===== config.mk =====
export PLATFORM = sky130hd
export DESIGN_NAME = ilse_read_tree
export DESIGN_NICKNAME = d
export VERILOG_FILES = /design/src/design/ilse_pkg.sv /design/src/design/ilse_read_tree.sv
export SDC_FILE = /design/constraint.sdc
export NUM_CORES = 1
export LEC_CHECK = 0
export BUFFER_PORTS_ARGS = -buffer_cell sky130_fd_sc_hd__buf_2
export CELL_PAD_IN_SITES_DETAIL_PLACEMENT = 1
export CELL_PAD_IN_SITES_GLOBAL_PLACEMENT = 2
export CORE_MARGIN = 4
export CORE_UTILIZATION = 31
export DETAILED_ROUTE_END_ITERATION = 16
export GPL_ROUTABILITY_DRIVEN = 0
export GPL_TIMING_DRIVEN = 1
export PLACE_DENSITY = 0.77
export SLEW_MARGIN = 20
export SYNTH_ARGS = -nofsm -noshare
export SYNTH_HDL_FRONTEND = slang
export SYNTH_SLANG_ARGS = --single-unit

===== constraint.sdc =====
create_clock -name clk_i -period 0.8 [get_ports clk_i]
set_input_delay 0.08 -clock clk_i [delete_from_list [all_inputs] [get_ports clk_i]]
set_output_delay 0.08 -clock clk_i [all_outputs]
set_load 0.01 [all_outputs]

===== src/design/ilse_pkg.sv =====
// Shared types and constants of the indexed list stack engine.
package ilse_pkg;

  // Widest cell index the row supports (up to 4096 entries).
  localparam int unsigned IDX_W = 12;
  // Cells per first-level group of the read reduction tree.
  localparam int unsigned READ_GROUP = 64;

  typedef enum logic [3:0] {
    KIND_GET     = 4'd0,
    KIND_SET     = 4'd1,
    KIND_INSERT  = 4'd2,
    KIND_DELETE  = 4'd3,
    KIND_APPEND  = 4'd4,
    KIND_PREPEND = 4'd5,
    KIND_PEEK    = 4'd6,
    KIND_ADD_TOP = 4'd7,
    KIND_POP     = 4'd8,
    KIND_DROP    = 4'd9
  } kind_e;

  typedef enum logic [1:0] {
    ST_OK    = 2'd0,
    ST_RANGE = 2'd1,
    ST_FULL  = 2'd2,
    ST_EMPTY = 2'd3
  } status_e;

  typedef enum logic [2:0] {
    CELL_HOLD       = 3'd0,
    CELL_WRITE      = 3'd1,
    CELL_ADD        = 3'd2,
    CELL_SHIFT_UP   = 3'd3,
    CELL_SHIFT_DOWN = 3'd4
  } cell_op_e;

  // Command broadcast to every cell of the row.
  typedef struct packed {
    cell_op_e           op;
    logic [IDX_W-1:0]   widx;
    logic               rd_en;
    logic [IDX_W-1:0]   ridx;
    logic [31:0]        value;
  } cell_ctrl_t;

  // Result fields that travel alongside the read reduction.
  typedef struct packed {
    logic [8:0] new_position;
    logic [8:0] entry_count;
    status_e    status;
  } rsp_meta_t;

endpackage


===== src/design/ilse_read_tree.sv =====
// Two-level registered OR tree that collects the word read out of the cell row.
module ilse_read_tree import ilse_pkg::*; #(
  parameter int unsigned N = 2
) (
  input  logic        clk_i,
  input  logic        en_i,
  input  logic [31:0] data_i [N],
  output logic [31:0] data_o
);

  localparam int unsigned NumGrp = (N + READ_GROUP - 1) / READ_GROUP;

  logic [31:0] grp_q [NumGrp];
  logic [31:0] grp_d [NumGrp];
  logic [31:0] sum_d;
  logic [31:0] sum_q;

  always_comb begin
    int idx;
    for (int g = 0; g < NumGrp; g++) begin
      grp_d[g] = '0;
      for (int j = 0; j < READ_GROUP; j++) begin
        idx = g * READ_GROUP + j;
        if (idx < N) grp_d[g] = grp_d[g] | data_i[idx];
      end
    end
  end

  always_comb begin
    sum_d = '0;
    for (int g = 0; g < NumGrp; g++) begin
      sum_d = sum_d | grp_q[g];
    end
  end

  always_ff @(posedge clk_i) begin
    if (en_i) begin
      grp_q <= grp_d;
      sum_q <= sum_d;
    end
  end

  assign data_o = sum_q;

endmodule


# After elaboration in Yosys (flattened, before gate mapping)
# Index checks and enable logic that the tools add are counted.
# op_classes
multipliers,0
n_shift,0
n_eq_ne,0
n_addsub,0
magnitude_cmp,0
mux,0
div_mod_pow,0
bitwise_logic,1
reduce_logical,0
# ops
op,n
$or 32x32->32,1
# word_totals
mem_bits_rw,0
n_memories,0
ff_bits,64
romBits,0
word_cells,3
out_inout_bits,32
in_bits,66
latchBits,0

# Longest topological paths before layout
# logic_depth
ltp_word,1
mapped_depth,1
mapped_depth_nobuf,1

# Worst setup path before layout
# No wires, ideal clock.
# synth_timing
path_type,register -> register
startpoint,register grp_q[0] in the netlist's numbering
endpoint,"register sum_q[0], in the netlist data_o[0] (data pin)"
synth_period_minus_slack_ps,589
t_arrival_ps,323
stages_incl_launch_ff,1
setup_slack_ps,211
n_path_buf,0
required_ps,534
setup_ps,266
cell_sequence,edfxtp_1
# synth_rtl
element,line,source
start: declaration,ilse_read_tree.sv:13,logic [31:0] grp_q [NumGrp];
start signal: assignment,ilse_read_tree.sv:38,grp_q <= grp_d;
end signal: assignment,ilse_read_tree.sv:39,sum_q <= sum_d;
end: declaration,ilse_read_tree.sv:16,logic [31:0] sum_q;
# No word-level cell between the ends.

# Worst setup path in the final report
# layout_timing
startpoint,"register sum_q[29], in the netlist data_o[29]"
endpoint,output port data_o[29]
# layout_rtl
element,line,source
end: declaration,ilse_read_tree.sv:8,output logic [31:0] data_o
# No word-level cell between the ends.

==> results.yml <==
logic_synthesis:
  syn_area_um2: 2120
  synth_top_area_cell: "edfxtp_1"
  yosysTopAreaCellShare_pct: 90.6
  synth_area_leaders: "edfxtp_1, or2_1"
  synth-warning-count: 0
  seq_area_frac_synth_pct: 90.6
  ys_seq_elements: 64
  syn-instance-count: 96
  ys_types: 2
  syn_nets: 162
  synth.avg_cell_area_um2: 22.1
cells_and_area:
  antenna_cells: 0
  final_util_pct: 44.8
  drive_gt1_share_pct: 51.7
  instances_no_fill: 288
  seqCellArea_um2: 1920
  multi_input_area_um2: 200
  syn2layout_area_growth_pct: 37.1
  filler_cell_count: 687
  nNetsFinal: 273
clock_tree:
  h-tree-depth: 3
  cts_buffers: 9
  post-cts-setup-buffers: 0
  clk_latency_ns: 0.33
  cts_root_buffer: "clkbuf_8"
  cts_sinks: 64
  cts_tree: "done"
  clk_pin_slew_ns: 0.06
  clock_path_buffers: 2
global_route:
  grt_pass1_wl_um: 6200
  grt_overflow: 0
  antenna_found_initial: 0
  gr-usage-met3_pct: 5.25
  use_met2_pct: 15.4
  grt.total_usage_pct: 10.3
  use_met1_pct: 11.7
  grt_pass1_vias: 1223
  busiest_layer: "met2"
  grt_start_max_net_pins: 24
power:
  leakage_nw: 1.17
  power_density_nw_per_um2: 2270
  peakVddDrop_uv: 684
timing:
  slew_headroom_pct: 88.9
  hold_ws_ns: 0.00455
  slew_viol_final: 0
  rsz0062_at_grt: "true"
  fin_skew_ns: 0.00682
  min_period_ns: 0.927
  setup_viol: 32
  finalHoldViolCount: 0
  fin_crit_sh_pct: 116
  tightest_slew_ns: 0.168
  timing.fmax_mhz: 1080
  worst_slack_ns: -0.127
setup_path:
  crit_path_end_kind: "primary output"
  cp_top_family: "flip-flops"
  crit_path_max_fanout: 1
  critical_path_required_ns: 0.72
  arrival_ns: 0.85
  slowest_delay_ns: 0.37
  startpoint_type: "flop"
  critPathKind: "flop to primary output"
  path_cells: "buf_2"
  cp_num_buf_inv: 1
  critPathSlowestCell: "edfxtp_1"
detailed_routing:
  wl_per_cell_um: 14.2
  route.detailed.drc: 0
  wirelength_um: 4100
  vias: 1215
  drt_pass1_iterations: 4
  drt_iter0_markers: 46
  ant_nets: 0
  via_per_inst: 4.22
outcome:
  violations: "negative setup slack"
  run_status: "finished with violations"
floorplan:
  num_rows: 29
  die-area_um2: 8230
  io_pins: 98
  core-area_um2: 6490
  start_util_pct: 32.7
  die_h_um: 90.7
  die_w_um: 90.7
min_path:
  hp-class: "input port to flop"
placed_design:
  place_hpwl_um: 3070
  placedCellCount: 273
  port_buffers: 97
flow_run:
  maxCapViolations: 0
==> synth_stat cells, drive strengths merged <==
| master | count |
|---|---|
| or2 | 32 |
| edfxtp | 64 |
==> power breakdown <==
| part | internal [mW] | switching, mW |
|---|---|---|
| registers | 3.98 | 0.0515 |
| logic | 0.244 | 0.228 |
| clock network | 1.09 | 1.03 |
==> registers in the layout, summed over array words and instances (netlist names) <==
register / flops
data_o: 32
grp_q: 32
==> final cells by class <==
type                            instances  area share [%]
Timing Repair Buffer                  100            18.7
Sequential cell                        64            66.0
Tap cell                               77            3.31
Multi-Input combinational cell         32            6.88
Clock inverter                          2           0.258
Clock buffer                           13            4.77
==> path summary, 6_finish.rpt <==
path	start	end	slack (ns)	depth (start not counted)
min reg2reg	grp_q[27]	data_o[27]	0.41	0
max	data_o[29]	data_o[29]	-0.13	1
max reg2reg	grp_q[22]	data_o[22]	0.13	0
min	data_i[50]	grp_q[18]	0.005	2
==> metrics by stage <==
stage	cell area (um2)	setup slack (ns)	power [mW]	setup TNS (ns)
2_1_floorplan	2120	0.211	4.21	0
3_3_place_gp	2760	0.0470	4.56	0
3_5_place_dp	2760	0.0316	4.58	0
4_1_cts	2910	-0.162	6.74	-4.18
5_1_grt	2910	-0.182	6.93	-4.85
6_report	2910	-0.127	6.62	-3.36
==> metal layers <==
metal	wire (um)	vias to the layer above	share of wire, %
li1	-	577	-
met1	1670	565	41
met2	1870	64	46
met3	480	9	12
met4	85	0	2.1
met5	0	-	0
==> cell usage in the layout, fill, tap and decap left out <==
cell and n:
buf_12 3, buf_2 97, clkbuf_1 4, clkbuf_8 9, clkinv_1 2, edfxtp_1 64, or2_1 32
==> cells by family after synthesis <==
| family | share of synthesized area [%] |
|---|---|
| DFF | 90.6 |
| and+or+nand+nor | 9.43 |
==> repair_timing <==
action	4_1_cts	5_1_grt
endpoints found under the hold margin	8	2
endpoints found under the setup margin	32	32
resized for setup	0	0
Note: power is estimated with default switching activity, not from simulation.
