**src/design/ilse_pkg.sv**
```systemverilog
// Shared types and constants of the indexed list stack engine.
package ilse_pkg;

  // Widest cell index the row supports (up to 4096 entries).
  localparam int unsigned IDX_W = 12;
  // Cells per first-level group of the read reduction tree.
  localparam int unsigned READ_GROUP = 64;

  typedef enum logic [3:0] {
    KIND_GET     = 4'd0,
    KIND_SET     = 4'd1,
    KIND_INSERT  = 4'd2,
    KIND_DELETE  = 4'd3,
    KIND_APPEND  = 4'd4,
    KIND_PREPEND = 4'd5,
    KIND_PEEK    = 4'd6,
    KIND_ADD_TOP = 4'd7,
    KIND_POP     = 4'd8,
    KIND_DROP    = 4'd9
  } kind_e;

  typedef enum logic [1:0] {
    ST_OK    = 2'd0,
    ST_RANGE = 2'd1,
    ST_FULL  = 2'd2,
    ST_EMPTY = 2'd3
  } status_e;

  typedef enum logic [2:0] {
    CELL_HOLD       = 3'd0,
    CELL_WRITE      = 3'd1,
    CELL_ADD        = 3'd2,
    CELL_SHIFT_UP   = 3'd3,
    CELL_SHIFT_DOWN = 3'd4
  } cell_op_e;

  // Command broadcast to every cell of the row.
  typedef struct packed {
    cell_op_e           op;
    logic [IDX_W-1:0]   widx;
    logic               rd_en;
    logic [IDX_W-1:0]   ridx;
    logic [31:0]        value;
  } cell_ctrl_t;

  // Result fields that travel alongside the read reduction.
  typedef struct packed {
    logic [8:0] new_position;
    logic [8:0] entry_count;
    status_e    status;
  } rsp_meta_t;

endpackage

```
**src/design/ilse_cell.sv**
```systemverilog
// One list entry: holds a word, shifts with its neighbors, offers it for reads.
module ilse_cell import ilse_pkg::*; #(
  parameter int unsigned IDX = 0
) (
  input  logic        clk_i,
  input  logic        en_i,
  input  cell_ctrl_t  ctrl_i,
  input  logic [31:0] left_i,
  input  logic [31:0] right_i,
  output logic [31:0] data_o,
  output logic [31:0] rd_o
);

  localparam logic [IDX_W-1:0] MyIdx = IDX_W'(IDX);

  logic [31:0] data_q, data_d;
  logic [31:0] rd_q, rd_d;
  logic        here;

  assign here = (ctrl_i.widx == MyIdx);

  always_comb begin
    data_d = data_q;
    unique case (ctrl_i.op)
      CELL_WRITE: begin
        if (here) data_d = ctrl_i.value;
      end
      CELL_ADD: begin
        if (here) data_d = data_q + ctrl_i.value;
      end
      CELL_SHIFT_UP: begin
        if (MyIdx > ctrl_i.widx) data_d = left_i;
        else if (here) data_d = ctrl_i.value;
      end
      CELL_SHIFT_DOWN: begin
        if (MyIdx >= ctrl_i.widx) data_d = right_i;
      end
      default: data_d = data_q;
    endcase
  end

  // Only the addressed cell contributes to the read reduction.
  assign rd_d = (ctrl_i.rd_en && ctrl_i.ridx == MyIdx) ? data_q : '0;

  always_ff @(posedge clk_i) begin
    data_q <= data_d;
    if (en_i) rd_q <= rd_d;
  end

  assign data_o = data_q;
  assign rd_o   = rd_q;

endmodule

```
**config.mk**
```make
export PLATFORM = sky130hd
export DESIGN_NAME = ilse_cell
export DESIGN_NICKNAME = d
export VERILOG_FILES = /design/src/design/ilse_pkg.sv /design/src/design/ilse_cell.sv
export SDC_FILE = /design/constraint.sdc
export NUM_CORES = 1
export LEC_CHECK = 0
export ABC_AREA = 1
export BUFFER_PORTS_ARGS = -buffer_cell sky130_fd_sc_hd__clkbuf_2
export CORE_MARGIN = 1.5
export CORE_UTILIZATION = 55
export CTS_BUF_LIST = sky130_fd_sc_hd__clkbuf_8
export CTS_CLUSTER_SIZE = 10
export DETAILED_ROUTE_END_ITERATION = 12
export PLACE_DENSITY_LB_ADDON = 0.2
export SYNTH_ARGS = -nofsm -noshare
export SYNTH_HDL_FRONTEND = slang
export SYNTH_SLANG_ARGS = --single-unit
```
**constraint.sdc**
```tcl
create_clock -name clk_i -period 8.81 [get_ports clk_i]
set_input_delay 2.2025 -clock clk_i [delete_from_list [all_inputs] [get_ports clk_i]]
set_output_delay 2.2025 -clock clk_i [all_outputs]
set_load 0.1 [all_outputs]
```
# [After elaboration in Yosys (flattened, before gate mapping)]
# Cells that the tools add are included.
[totals] memories=0 mem_bits_rw=0 romBits=0 in_bits=126 latchBits=0 reg_bits=64
[classes] bitwise_logic=0 eq_ne=6 add_sub_neg=1 muxes=5 reduce_logical=5 mul=0 div=0 shifts=0 magnitude_cmp=2
[ops] cell="32-bit 2-to-1 mux" n=4
[ops] cell="32-bit one-hot mux with 4 select lines" n=1
[ops] cell="32-bit adder" n=1
[ops] cell="12-bit logical NOT" n=2
[ops] cell="1-bit by 12-bit >= comparator with 1-bit output, first input constant" n=1
[ops] cell="1-bit by 12-bit > comparator with 1-bit output, first input constant" n=1
[ops] cell="3-bit by 2-bit equality test with 1-bit output, second input constant" n=2
[ops] cell="2-bit != test, second input constant" n=2
[ops] cell="4-bit nonzero test" n=1
[ops] cell="3-bit by 1-bit equality test with 1-bit output, second input constant" n=1
[ops] cell="3-bit equality test, second input constant" n=1
[ops] cell="3-bit AND reduction" n=1
[ops] cell="1-bit logical AND" n=1

# [Longest topological paths before layout]
# Gate-level depths: netlist of the first run.
[depth] ltp_word=4 mapped_depth=12 depth_no_buf=12

# [Least setup slack after synthesis of the first run]
# No wires, ideal clock.
[synth_path] path_kind="input -> register" startpoint="in ctrl_i[57] (netlist bit)" endpoint="reg data_q[0], in the netlist data_o[0] (enable)" path_stages=2 path_buffers=0 arrival_time_ns=4.543 setup_ns=0.466 setup_slack_ns=3.802 path_cell_list="inv_1 > o21ai_0"
[synth_between] elab_chain_len=3 word_cells_on_any_way=8
[synth_rtl] item="from (decl)" line="ilse_cell.sv:7" rtl="input cell_ctrl_t ctrl_i,"
[synth_rtl] item="3-bit equality test (tied with other cells)" line="ilse_cell.sv:24" rtl="unique case (ctrl_i.op)"
[synth_rtl] item="4-bit nonzero test (no line) or 2-bit != test (tied branches)"
[synth_rtl] item="3-bit AND reduction (no line) (*)"
[synth_rtl] item="to (signal assigned)" line="ilse_cell.sv:46" rtl="data_q <= data_d;"
[synth_rtl] item="to (decl)" line="ilse_cell.sv:16" rtl="logic [31:0] data_q, data_d;"
# Every way passes the cells marked *; elsewhere a longest branch is shown, timed or not.
# A chain may end at the register's enable or synchronous reset.

# [Worst setup path in the final report of the first run]
[layout_path] startpoint="in ctrl_i[59] (netlist bit)" endpoint="reg data_q[17], in the netlist data_o[17] (enable)"
# The elaborated chain is that of the path after synthesis.

==> results of run 1 <==
## logic make-up after synthesis
| logic type | Yosys count | synth area share |
|---|---|---|
| and+or+nand+nor | 515 | 0.389 |
| buffers and inverters | 183 | 0.123 |
| AOI/OAI and AO/OA | 86 | 0.0774 |
| DFF | 64 | 0.336 |
| adders and majority gates | 32 | 0.0712 |
| xor gates and xnor gates | 2 | 0.00306 |
## sequential cells by signal, summed over array words and instances, names as in the netlist
register / count
rd_o: 32
data_o: 32
## cell usage after synthesis, drive strengths merged
cell / n / area, µm²
inv: 157 / 589
ha: 31 / 388
or2: 17 / 106
edfxtp: 64 / 1920
o21bai: 3 / 22.5
buf: 9 / 52.6
nor2: 79 / 297
nand4: 8 / 50.1
a21oi: 50 / 250
nand3b: 15 / 113
fa: 1 / 20.0
o21ai: 31 / 155
nand2: 286 / 1080
clkinv: 8 / 30.0
o211ai: 1 / 7.51
a21o: 1 / 7.51
and2: 4 / 25.0
xor2: 1 / 8.76
xnor2: 1 / 8.76
clkbuf: 9 / 35.0
nor3: 5 / 35.0
nand3: 98 / 490
nor4: 3 / 33.8
## final timing paths
check	cells past startpoint	end	start
max	7	data_o[17]	ctrl_i[59]
min	2	rd_o[0]	data_o[0]
max reg2reg	10	data_o[28]	data_o[0]
min reg2reg	2	rd_o[0]	data_o[0]
## through the flow
stage	power, µW	cells	area [µm²]
final	1020	1177	6880
after CTS	1010	1177	6880
after detailed placement	705	1161	6630
after global placement	702	1161	6630
after floorplan	618	882	5730
after global routing	1060	1177	6880
## layer usage
layer,GRT usage,part of all wire,up-vias
li1,-,-,3112
met3,0.0580,0.11,22
met5,0,0,-
met2,0.467,0.43,324
met4,0.0763,0.013,0
met1,0.463,0.45,2712
## critical path: cells and delay by family
| kind | cells | cell delay [ns] |
|---|---|---|
| AO/OA/AOI/OAI | 1 | 0.08 |
| buffers and inverters | 3 | 0.90 |
| AND/OR/NAND/NOR | 3 | 1.42 |
## power groups by stage
| stage | Sequential [µW] | Clock (µW) | Combinational (µW) |
|---|---|---|---|
| finish | 362 | 311 | 343 |
| global route | 364 | 324 | 374 |
| CTS | 362 | 313 | 338 |
| detailed placement | 369 | 0 | 337 |
| global placement | 368 | 0 | 333 |
| floorplan | 464 | 0 | 155 |
## cell type report
| cell class | count | area [µm²] | area share |
|---|---|---|---|
| timing repair buffer | 161 | 816 | 0.119 |
| inverter | 165 | 619 | 0.0900 |
| clock buffer | 9 | 124 | 0.0180 |
| tap | 136 | 170 | 0.0247 |
| multi-input combinational | 635 | 3110 | 0.452 |
| sequential | 64 | 1920 | 0.279 |
| clock inverter | 7 | 120 | 0.0175 |
==> run_results.csv, run 1 <==
group,metric,value,unit
pwr,power_switching,385,µW
clock_tree,cts_hold_buf,0,
pwr,power_density,148,nW/µm²
worst_setup_path,path_cells,"clkbuf_2 > nor3_4 > inv_2 > nand2_2 > nand3_1 > o21ai_2 > buf_4",
worst_setup_path,crit_type,"input port to register",
timing,fin_hold_ws,0.657,ns
grt,overflow,0,
grt,grt_pass1_vias,5457,
routing,wl_per_cell,14.4,µm
min_path,hold_class,"register to register",
outcome,status,"completed",
pwr,p_sw_frac,0.379,
timing,max_freq,215,MHz
place,portBuffers,157,
finish,final_cell_mix,"284 x nand2_1, 157 x clkbuf_2, 156 x inv_1",
finish,antenna_cells,0,
timing,skew,0.0109,ns
finish,final_common_cell,"nand2_1",
worst_setup_path,critPathLaunchType,"input port",
finish,drive_above_1_share,0.183,
timing,setup_viol,0,
grt,grt_pass1_wl,26.9,mm
place,dp_hpwl,13.3,mm
worst_setup_path,cp.arrival,4.63,ns
worst_setup_path,crit_slowest_cell,"nor3_4",
logic_synthesis,yosysSeqAreaShare,0.336,
logic_synthesis,yosysUniqueCellTypes,33,
grt,grt_max_degree,65,
clock_tree,cts_buffers,9,
timing,maxSlewHeadroom,0.134,
floorplanning,initial_core_util,0.560,
floorplanning,die_h,105,µm
clock_tree,insertion_delay,0.34,ns
timing,slew_viol_final,0,
place,pre_cts_ws,3.84,ns
routing,ant_nets,0,
worst_setup_path,cpPeakStageDelay,0.83,ns
clock_tree,clock-root-buffer,"clkbuf_8",
routing,first_iter_violations,585,
worst_setup_path,cp_max_fo,32,
worst_setup_path,r2r_slack,6.32,ns
routing,first_pass_iters,8,
timing,period_share,0.529,
clock_tree,cts_buffer_depth,2,
pwr,p_int,632,µW
pwr,leakage,0.00378,µW
finish,nNetsFinal,1194,
clock_tree,post_cts_buffers,0,
clock_tree,clkSlewWorstSetupHoldPaths,0.08,ns
clock_tree,cts_resized,0,
logic_synthesis,syn_nets,1040,
worst_setup_path,critPathCaptureType,"register",
clock_tree,cts_tree,"yes",
floorplanning,die-area,11000,µm²
routing,wirelength,17.0,mm
floorplanning,core,10200,µm²
logic_synthesis,ys_warn_count,0,
grt,grt_util_all_layers,0.312,
floorplanning,rows,37,
floorplanning,io_pins,190,
worst_setup_path,required,8.78,ns
pwr,combPwrFrac,0.337,
logic_synthesis,syn_area,5730,µm²
pwr,seqPwrFrac,0.356,
finish,utilization,0.672,
routing,vias_per_cell,5.24,
grt,antenna_found_initial,0,
job,drv_cap,0,
finish,syn_to_final_growth,20.1,%
logic_synthesis,synth.avg_cell_area,6.49,µm²
floorplanning,die_w,105,µm
pwr,pwr-share-clk,0.306,
timing,tns,0,ns
logic_synthesis,netlist_instances,882,
logic_synthesis,yosys_register_bits,64,
routing,vias,6170,
timing,rsz0062_at_grt,"false",
place,globalplace.congestion,0.945,
clock_tree,cts.htree.levels,3,
timing,worst_pin_slew,1.29,ns
clock_tree,cts_sinks,64,
timing,setup_ws,4.15,ns
timing,hold_viol,0,
finish,fillers,938,
pwr,vdd_drop_max,0.0804,mV
routing,drcViolationCount,0,
timing,layout_min_cycle_time,4.66,ns
Note: power is estimated with default switching activity, not from simulation.
==> run 2, diff against run 1 <==
--- a/config.mk
+++ b/config.mk
@@ -5,10 +5,10 @@
 export SDC_FILE = /design/constraint.sdc
 export NUM_CORES = 1
 export LEC_CHECK = 0
-export ABC_AREA = 1
+export ABC_AREA = 0
 export BUFFER_PORTS_ARGS = -buffer_cell sky130_fd_sc_hd__clkbuf_2
 export CORE_MARGIN = 1.5
-export CORE_UTILIZATION = 55
+export CORE_UTILIZATION = 51
 export CTS_BUF_LIST = sky130_fd_sc_hd__clkbuf_8
 export CTS_CLUSTER_SIZE = 10
 export DETAILED_ROUTE_END_ITERATION = 12
==> constraint.sdc (replaced) <==
create_clock -name clk_i -period 4.3 [get_ports clk_i]
set_input_delay 1.075 -clock clk_i [delete_from_list [all_inputs] [get_ports clk_i]]
set_output_delay 1.075 -clock clk_i [all_outputs]
set_load 0.1 [all_outputs]
==> run_results.csv, run 2 <==
group,metric,value,unit
outcome,status,"completed",
job,drv_cap,0,
timing,hold_viol,0,
logic_synthesis,syn_nets,686,
timing,tns,0,ns
finish,design_area,6090,µm²
pwr,leakage,0.00266,µW
timing,setup_viol,0,
timing,fin_hold_ws,0.640,ns
clock_tree,cts_buffer_depth,2,
routing,first_pass_iters,5,
logic_synthesis,synth_edf_count,64,
logic_synthesis,synth-async-reset-ratio,0,
worst_setup_path,cpPeakStageDelay,0.53,ns
finish,final_cell_mix,"157 x clkbuf_2, 66 x nand2_1, 64 x edfxtp_1",
timing,period_share,0.749,
logic_synthesis,synth_top_area_cell,"edfxtp_1",
logic_synthesis,ys_warn_count,0,
timing,maxSlewHeadroom,0.273,
logic_synthesis,yosys_register_bits,64,
grt,overflow,0,
grt,grt_pass1_vias,4472,
worst_setup_path,path_common_cell,"o221ai_1",
worst_setup_path,r2r_cells,8,
grt,grt_max_degree,33,
floorplanning,die_w,102,µm
place,portBuffers,157,
clock_tree,clock-root-buffer,"clkbuf_8",
clock_tree,cts_sinks,64,
finish,syn_to_final_growth,21.8,%
place,dp_hpwl,11.7,mm
logic_synthesis,synth_top_area_share,0.384,
place,globalplace.congestion,0.948,
logic_synthesis,synth.avg_cell_area,9.48,µm²
finish,drive_above_1_share,0.300,
place,dpl_cell_area,5910,µm²
worst_setup_path,crit_type,"input port to register",
timing,setup_ws,1.08,ns
worst_setup_path,critPathCaptureType,"register",
worst_setup_path,cp.arrival,3.25,ns
timing,slew_viol_final,0,
worst_setup_path,required,4.33,ns
routing,wirelength,15.3,mm
floorplanning,initial_core_util,0.534,
logic_synthesis,netlist_instances,528,
finish,nNetsFinal,834,
clock_tree,clkSlewWorstSetupHoldPaths,0.07,ns
worst_setup_path,critPathLaunchType,"input port",
worst_setup_path,reg2reg_to,"data_o[21]",
worst_setup_path,cp_max_fo,5,
pwr,vdd_drop_max,0.172,mV
routing,ant_nets,0,
place,pre_cts_ws,0.785,ns
routing,vias,4850,
timing,worst_pin_slew,1.09,ns
worst_setup_path,r2r_slack,1.46,ns
floorplanning,die_h,102,µm
finish,final_common_cell,"clkbuf_2",
timing,skew,0.0190,ns
worst_setup_path,reg2reg_from,"data_o[8]",
logic_synthesis,syn_area,5000,µm²
timing,rsz0062_at_grt,"false",
floorplanning,rows,35,
routing,wl_per_cell,18.9,µm
clock_tree,cts_hold_buf,0,
floorplanning,io_pins,190,
floorplanning,die-area,10400,µm²
grt,grt_util_all_layers,0.289,
logic_synthesis,yosysSeqAreaShare,0.384,
logic_synthesis,synth_ff_type,"edfxtp_1",
logic_synthesis,yosysUniqueCellTypes,67,
logic_synthesis,synth.most_common_cell,"nand2_1",
worst_setup_path,critPathBufInv,1,
logic_synthesis,synth_common_cells,"66 x nand2_1, 64 x edfxtp_1, 57 x a21oi_1",
clock_tree,cts_buffers,9,
logic_synthesis,synthTopCellsByArea,"edfxtp_1 38%, ha_1 7.8%, a21oi_1 5.7%",
timing,layout_min_cycle_time,3.22,ns
clock_tree,post_cts_buffers,0,
min_path,hold_class,"register to register",
timing,max_freq,310,MHz
worst_setup_path,path_cells,"clkbuf_2 > ha_1 > a21oi_1 > o211ai_1 > o21ai_1 > o221ai_1 > o31ai_2 > xnor2_1 > o221ai_1",
grt,grt_pass1_wl,23.0,mm
min_path,min-delay-start,"data_o[20]",
clock_tree,cts_tree,"yes",
routing,drcViolationCount,0,
grt,antenna_found_initial,0,
clock_tree,insertion_delay,0.34,ns
min_path,hold_path_depth,1,
routing,vias_per_cell,5.99,
clock_tree,cts_resized,0,
floorplanning,core,9370,µm²
clock_tree,cts.htree.levels,3,
min_path,whs_endpoint,"rd_o[20]",
finish,antenna_cells,0,
pwr,power_density,314,nW/µm²
worst_setup_path,crit_slowest_cell,"o31ai_2",
worst_setup_path,crit_family,"compound AO/OA/AOI/OAI gates",
routing,first_iter_violations,415,
-- run 2: changes by cell type in the layout (fill, tap and decap cells not counted), sizes merged, moves of 11 or more --
cell	previous run	this run
a21o	1	12
or2	17	2
inv	157	9
mux2i	0	18
nand2	286	67
nand3	98	10
o221ai	0	12
nor2	79	24
nand3b	15	1
and2	4	34
-- run 2: logic make-up (layout without fill, tap and decap cells) --
group / Yosys count / in the layout / share of synthesized area
simple gates: 182 / 182 / 0.184
compound gates: 176 / 176 / 0.244
flops: 64 / 64 / 0.384
buf+inv: 35 / 188 / 0.0323
fa+ha+maj: 32 / 32 / 0.0815
mux: 22 / 22 / 0.0450
xor+xnor: 17 / 17 / 0.0298
-- run 2: layout make-up --
type	instances	area, µm²
Clock buffer	9	124
Clock inverter	7	63.8
Fill cell	833	3280
Inverter	8	30.0
Multi-Input combinational cell	429	2940
Sequential cell	64	1920
Tap cell	129	161
Timing Repair Buffer	164	851
-- run 2: per-stage QoR --
step / std cells / utilization / power (µW)
3_5_place_dp: 794 / 0.630 / 1400
4_1_cts: 810 / 0.650 / 1910
3_3_place_gp: 794 / 0.630 / 1390
6_report: 810 / 0.650 / 1910
5_1_grt: 810 / 0.650 / 1990
2_1_floorplan: 528 / - / 1240
-- run 2: worst max path at each step --
| stage | startpoint | to | slack, ns | cells after the start |
|---|---|---|---|---|
| CTS | ctrl_i[0] | data_o[22] | 1.14 | 10 |
| finish | ctrl_i[8] | data_o[21] | 1.08 | 9 |
| detailed placement | ctrl_i[0] | data_o[18] | 0.78 | 10 |
| global placement | ctrl_i[0] | data_o[18] | 0.80 | 10 |
| floorplan | ctrl_i[48] | data_o[0] | 0.10 | 6 |
| global route | ctrl_i[0] | data_o[22] | 1.02 | 10 |
-- run 2: power by group --
group | switching, µW | internal, µW
sequential | 25.7 | 722
clock | 248 | 262
combinational | 465 | 190
-- run 2: layer usage --
layer  routed length, µm  track usage  up-vias
li1                    -            -     2320
met1                7150        0.440     2267
met2                6860        0.439      248
met3                1130       0.0294       15
met4                 149       0.0780        0
met5                   0            0        -
